==> config.mk <==
export PLATFORM = sky130hd
export DESIGN_NAME = tdq_front
export DESIGN_NICKNAME = d
export VERILOG_FILES = /design/src/rtl/tdq_pkg.sv /design/src/rtl/tdq_front.sv
export SDC_FILE = /design/constraint.sdc
export NUM_CORES = 1
export LEC_CHECK = 0
export BUFFER_PORTS_ARGS = -buffer_cell sky130_fd_sc_hd__buf_2
export CAP_MARGIN = 40
export CORE_ASPECT_RATIO = 0.7
export CORE_MARGIN = 2
export CORE_UTILIZATION = 50
export CTS_CLUSTER_SIZE = 25
export DETAILED_ROUTE_END_ITERATION = 10
export PLACE_DENSITY = 0.87
export RECOVER_POWER = 25
export SETUP_SLACK_MARGIN = 0.5
export SLEW_MARGIN = 20
export SYNTH_ARGS = -nofsm -noshare
export SYNTH_HDL_FRONTEND = slang
export SYNTH_SLANG_ARGS = --single-unit
==> constraint.sdc <==
create_clock -name clk -period 20.6 [get_ports clk]
set_clock_uncertainty 0.15 [all_clocks]
set_input_delay 2.06 -clock clk [delete_from_list [all_inputs] [get_ports clk]]
set_output_delay 2.06 -clock clk [all_outputs]
set_load 0.02 [all_outputs]
==> src/rtl/tdq_pkg.sv <==
package tdq_pkg;

  localparam int NumFields = 5;
  localparam int ValW = 32;
  localparam int ScaleW = 13;
  localparam int ThreshW = 16;
  localparam int SlotW = 8;
  localparam int DefSlots = 256;

  localparam logic [2:0] RegUseQuant = 3'd0;
  localparam logic [2:0] RegThresh = 3'd1;
  localparam logic [2:0] RegPosScale = 3'd2;
  localparam logic [2:0] RegRotScale = 3'd3;
  localparam logic [2:0] RegSizeScale = 3'd4;

  typedef logic signed [ValW-1:0] val_t;
  typedef val_t [NumFields-1:0] vals_t;

  typedef struct packed {
    logic [SlotW-1:0] slot;
    logic force_full;
    vals_t vals;
  } item_t;

  typedef struct packed {
    logic skipped;
    logic [NumFields-1:0] mask;
    logic quant;
    vals_t vals;
  } result_t;

  function automatic logic signed [ValW-1:0] round_q16(input logic signed [45:0] p);
    logic [45:0] mag;
    logic [45:0] r;
    begin
      mag = p[45] ? 46'(-p) : 46'(p);
      r = (mag + 46'd32768) >> 16;
      round_q16 = p[45] ? ValW'(-r) : ValW'(r);
    end
  endfunction

endpackage

==> src/rtl/tdq_front.sv <==
// Front part: registers accepted items in a two-entry queue.
module tdq_front (
  input  logic clk,
  input  logic rst,
  input  logic in_valid,
  output logic in_ready,
  input  tdq_pkg::item_t in_item,
  output logic q_valid,
  input  logic q_ready,
  output tdq_pkg::item_t q_item
);
  import tdq_pkg::*;

  item_t mem [2];
  logic wp;
  logic rp;
  logic [1:0] count;
  logic push;
  logic pop;

  assign in_ready = (count != 2'd2);
  assign q_valid = (count != 2'd0);
  assign q_item = mem[rp];
  assign push = in_valid && in_ready;
  assign pop = q_valid && q_ready;

  always_ff @(posedge clk) begin
    if (push) begin
      mem[wp] <= in_item;
    end
    if (rst) begin
      wp <= 1'b0;
      rp <= 1'b0;
      count <= 2'd0;
    end else begin
      if (push) wp <= ~wp;
      if (pop) rp <= ~rp;
      count <= count + 2'(push) - 2'(pop);
    end
  end

  a_count_range: assert property (@(posedge clk) disable iff (rst) count <= 2'd2)
    else $error("queue count out of range");
  a_no_push_full: assert property (@(posedge clk) disable iff (rst)
    count == 2'd2 |-> !push) else $error("push into full queue");
  a_no_pop_empty: assert property (@(posedge clk) disable iff (rst)
    count == 2'd0 |-> !pop) else $error("pop from empty queue");

endmodule

---- Word-level counts from Yosys, hierarchy flattened ----
Memories as Yosys holds them, arrays and structs flattened. A register that Yosys moved wholly into a read port is not among the register bits.
Index checks and enable logic that the tools add are counted.
cells by class
  add/sub/neg operators ................... 2
  multipliers ............................. 0
  div/mod/pow operators ................... 0
  magnitude comparators ................... 0
  equality and inequality tests ........... 1
  shift-type cells ........................ 0
  muxes and demuxes ....................... 4
  bitwise logic cells ..................... 2
  reductions and logical operators ........ 3
operators with widths
  kind                number
  $mux 1              4
  $add 2x1->2         1
  $logic_and 1x1->1   2
  $ne 2x2->1 const B  1
  $not 1->1           2
  $reduce_bool 2->1   1
  $sub 2x1->2         1
word-level totals
  register bits after elaboration ......... 4
  latch bits .............................. 0
  RAM bits ................................ 338
  ROM bits ................................ 0
  input bits .............................. 173
  output and inout bits ................... 171
  word-level logic and storage cells ...... 16
  memories kept ........................... 1
memory list
  memory  words  width  rd ports  clocked after Yosys merged registers in  write ports  line             text
  mem     2      169    1         1                                        1            tdq_front.sv:14  item_t mem [2];

---- Depth between registers and ports, before layout ----
  depth in word-level cells ............... 4
  gate-level depth with buffers ........... 8
  gate-level depth less buffers ........... 8

---- Worst setup path after synthesis ----
OpenSTA, ideal clock, no wires.
  kind .................................... input port to flip-flop
  from .................................... input in_valid
  to ...................................... memory mem[0][0] in the netlist's numbering (enable)
  setup time .............................. 700 ps
  arrival ................................. 9162 ps
  required time ........................... 19750 ps
  setup slack ............................. 10587 ps
  stages on the path ...................... 2
  buffers on the path ..................... 0
  cells stage by stage .................... nand2_1 -> nor2_1
between the ends
  cells in the longest elaborated chain, start to end .. 3
RTL lines
  element                       line             text
  start, declared               tdq_front.sv:5   input logic in_valid,
  $logic_and 1x1->1             tdq_front.sv:24  assign push = in_valid && in_ready;
  $mux 1                        tdq_front.sv:28  if (push) begin
  $mux 1 (not written as such)  tdq_front.sv:29  mem[wp] <= in_item;
  end, declared                 tdq_front.sv:14
No other way between the ends.

==> reports/metrics.cfg <==
[worst_setup_path]
critical_path_required_ns = 18.39
worstRegToRegCells = 6
crit_fanout = 44
type_of_element_launching_the_critical_path = flop
setup.worst_path.class = reg2out
cp-endpoint = q_item[149]
worstReg2RegEnd = mem[0][111]
critical_path.endpoint_type = output port
worstPathArrival_ns = 2.72
rrSetupSlack_ns = 18.19
worstReg2RegStart = count[0]

[hold_path]
min_delay_path_depth = 2
worstHoldPathType = reg2reg

[route]
detail_route.drc_violations = 0
firstDrtPassIters = 5
routed_wl_um = 25500
avgRoutedWirePerCell_um = 20.0
postRouteAntennaNets = 0
routed-via-count = 6429
drt-initial-drc-count = 439
vias_per_cell = 5.05

[timing]
tmin_final_ns = 4.93
final_max_slew_violation_count = 0
timing.hold.ws_ns = 0.370
worstMarginPinSlew_ns = 0.582
setup_violations = 0
tns_ns = 0
timing.fmax_mhz = 203
number_of_hold_slack_violations_in_the_final_timing_report = 0
slew_headroom_pct = 61.2
timing.final.crit_share_pct = 23.9
rsz0062_at_grt = no

[cts]
htreeDepth = 1
path_clk_slew_ns = 0.06
clock_insertion_delay_worst_skew_ns = 0.54
clockBufferDepth = 3
post_cts_resize_count = 0
tritoncts.num_buffers = 31
numClockSinks = 343
tritoncts_clock_tree = yes
clock-root-buffer = sky130_fd_sc_hd__clkbuf_16
post_cts.repair.setup_buffers = 0
cts.hold.buffers_added = 0

[layout]
mostFrequentLayoutCell = sky130_fd_sc_hd__edfxtp_1
fillers = 1739
register_area_mm2 = 0.0103
area_delta_synth_final_pct = 24.2
nNetsFinal = 1096
mostFrequentLayoutCells = sky130_fd_sc_hd__edfxtp_1 (338), sky130_fd_sc_hd__buf_2 (301), sky130_fd_sc_hd__mux2_4 (110), sky130_fd_sc_hd__mux2_2 (60), sky130_fd_sc_hd__clkbuf_1 (50)
multiInputGateArea_mm2 = 0.00245
drive_above_1_share_pct = 56.3

[synthesis]
syn_nets = 725
mappedNetlistArea_mm2 = 0.0129
yosysSeqAreaShare_pct = 79.6
number_of_distinct_library_cells_after_synthesis = 17
post-synth-top-area-fraction_pct = 78.8
syn_avg_cell_area_um2 = 23.4
synthesis.instances = 550
ys_seq_elements = 343
yosysTopAreaCell = sky130_fd_sc_hd__edfxtp_1
synth_area_leaders = sky130_fd_sc_hd__edfxtp_1 (79%), sky130_fd_sc_hd__mux2_4 (13%), sky130_fd_sc_hd__mux2_2 (5.2%)
ys.warnings.count = 0

[power_and_ir_drop]
irDropWorstVdd_v = 0.000101
ratio_of_total_power_to_cell_area_mw_per_mm2 = 126
power_leakage_nw = 6.08

[placed_design]
dpl.hpwl_um = 17600
place.port_buffers = 343
gp_congestion = 0.768

[floorplan]
chipWidth_um = 196
io_pins = 344
core_area_mm2 = 0.0255
fp.dieArea_mm2 = 0.0271
dieHeight_um = 138
placement_rows = 49
initial_cell_density_of_the_core_pct = 50.5

[global_route]
track_usage_pct = 18.5
grt_pass1_wl_um = 38200
grt_pass1_vias = 6662
largest_net_degree_at_the_start_of_global_routing = 67
number_of_antenna_violations_at_the_first_check_in_global_routing = 6
grt_remaining_overflow = 0

[run_status]
run_status = complete, no violations

[run]
maxCapViolCount = 0

[worst max-delay path, cell delays in order (launching register included)]
cell and delay [ns]:
sky130_fd_sc_hd__dfxtp_4 0.68, sky130_fd_sc_hd__buf_16 0.30, sky130_fd_sc_hd__buf_4 0.31, sky130_fd_sc_hd__buf_16 0.29, sky130_fd_sc_hd__mux2_4 0.34, sky130_fd_sc_hd__buf_2 0.16
[final cells by class]
cell class / instances / area share, %
diodes: 1 / 0.0157
flip-flops and latches: 343 / 64.1
well taps: 331 / 2.59
inverters: 1 / 0.0235
repair buffers: 357 / 12.0
multi-input cells: 187 / 15.3
clock inverters: 15 / 0.837
clock buffers: 39 / 5.04
[power by group]
part	internal, W	switching [W]	total (W)
registers	0.000876	0.0000336	0.000910
logic	0.000250	0.000318	0.000569
clock network	0.000301	0.000237	0.000538
[state kept, by name, summed over array words and instances, names as in the netlist, named ones only]
name	cells
rp	1
mem	338
wp	1
count	2
[metal layers]
layer / share of wire [%] / routed length, um / up-vias / GRT usage, %
li1: - / - / 2932 / -
met1: 40 / 10200 / 3151 / 23.7
met2: 49 / 12400 / 287 / 30.9
met3: 9.1 / 2330 / 49 / 6.07
met4: 1.8 / 468 / 10 / 4.27
met5: 0.30 / 76 / - / 0
[cells in the mapped netlist]
| cell type | count |
|---|---|
| sky130_fd_sc_hd__dfxtp_1 | 5 |
| sky130_fd_sc_hd__nand2b_1 | 1 |
| sky130_fd_sc_hd__nand2_1 | 1 |
| sky130_fd_sc_hd__or2_2 | 1 |
| sky130_fd_sc_hd__nor2b_1 | 2 |
| sky130_fd_sc_hd__edfxtp_1 | 338 |
| sky130_fd_sc_hd__xnor2_1 | 2 |
| sky130_fd_sc_hd__mux2_2 | 60 |
| sky130_fd_sc_hd__mux2_4 | 110 |
| sky130_fd_sc_hd__buf_6 | 14 |
| sky130_fd_sc_hd__buf_2 | 5 |
| sky130_fd_sc_hd__o21a_1 | 1 |
| sky130_fd_sc_hd__nor2_1 | 5 |
| sky130_fd_sc_hd__ha_1 | 2 |
| sky130_fd_sc_hd__inv_1 | 1 |
| sky130_fd_sc_hd__and3_1 | 1 |
| sky130_fd_sc_hd__xor2_1 | 1 |
[stage by stage]
step	util [%]	total power (W)	setup slack (ns)	instance area, um2	std cells
floorplan	-	0.00134	10.59	12900	550
finish	62.7	0.00202	15.67	16000	1274
CTS	62.5	0.00203	15.46	15900	1269
global route	62.7	0.00209	15.55	16000	1273
global placement	58.4	0.00146	15.85	14900	1211
detailed placement	58.8	0.00149	16.07	15000	1215
[cells by family after synthesis]
kind of cell	share of synthesized area, %
AOI/OAI and AO/OA	0.0583
xor gates and xnor gates	0.204
adders and majority gates	0.194
buffers and inverters	1.45
DFF	79.6
muxes	18.1
and+or+nand+nor	0.418
[how the worst min path moves through the flow]
stage,end,startpoint
floorplan,flop,rp
global placement,flop,rp
detailed placement,rp,rp
CTS,rp,rp
global route,flop,rp
finish,rp,rp
No activity file was read; power rests on OpenSTA's default activity.
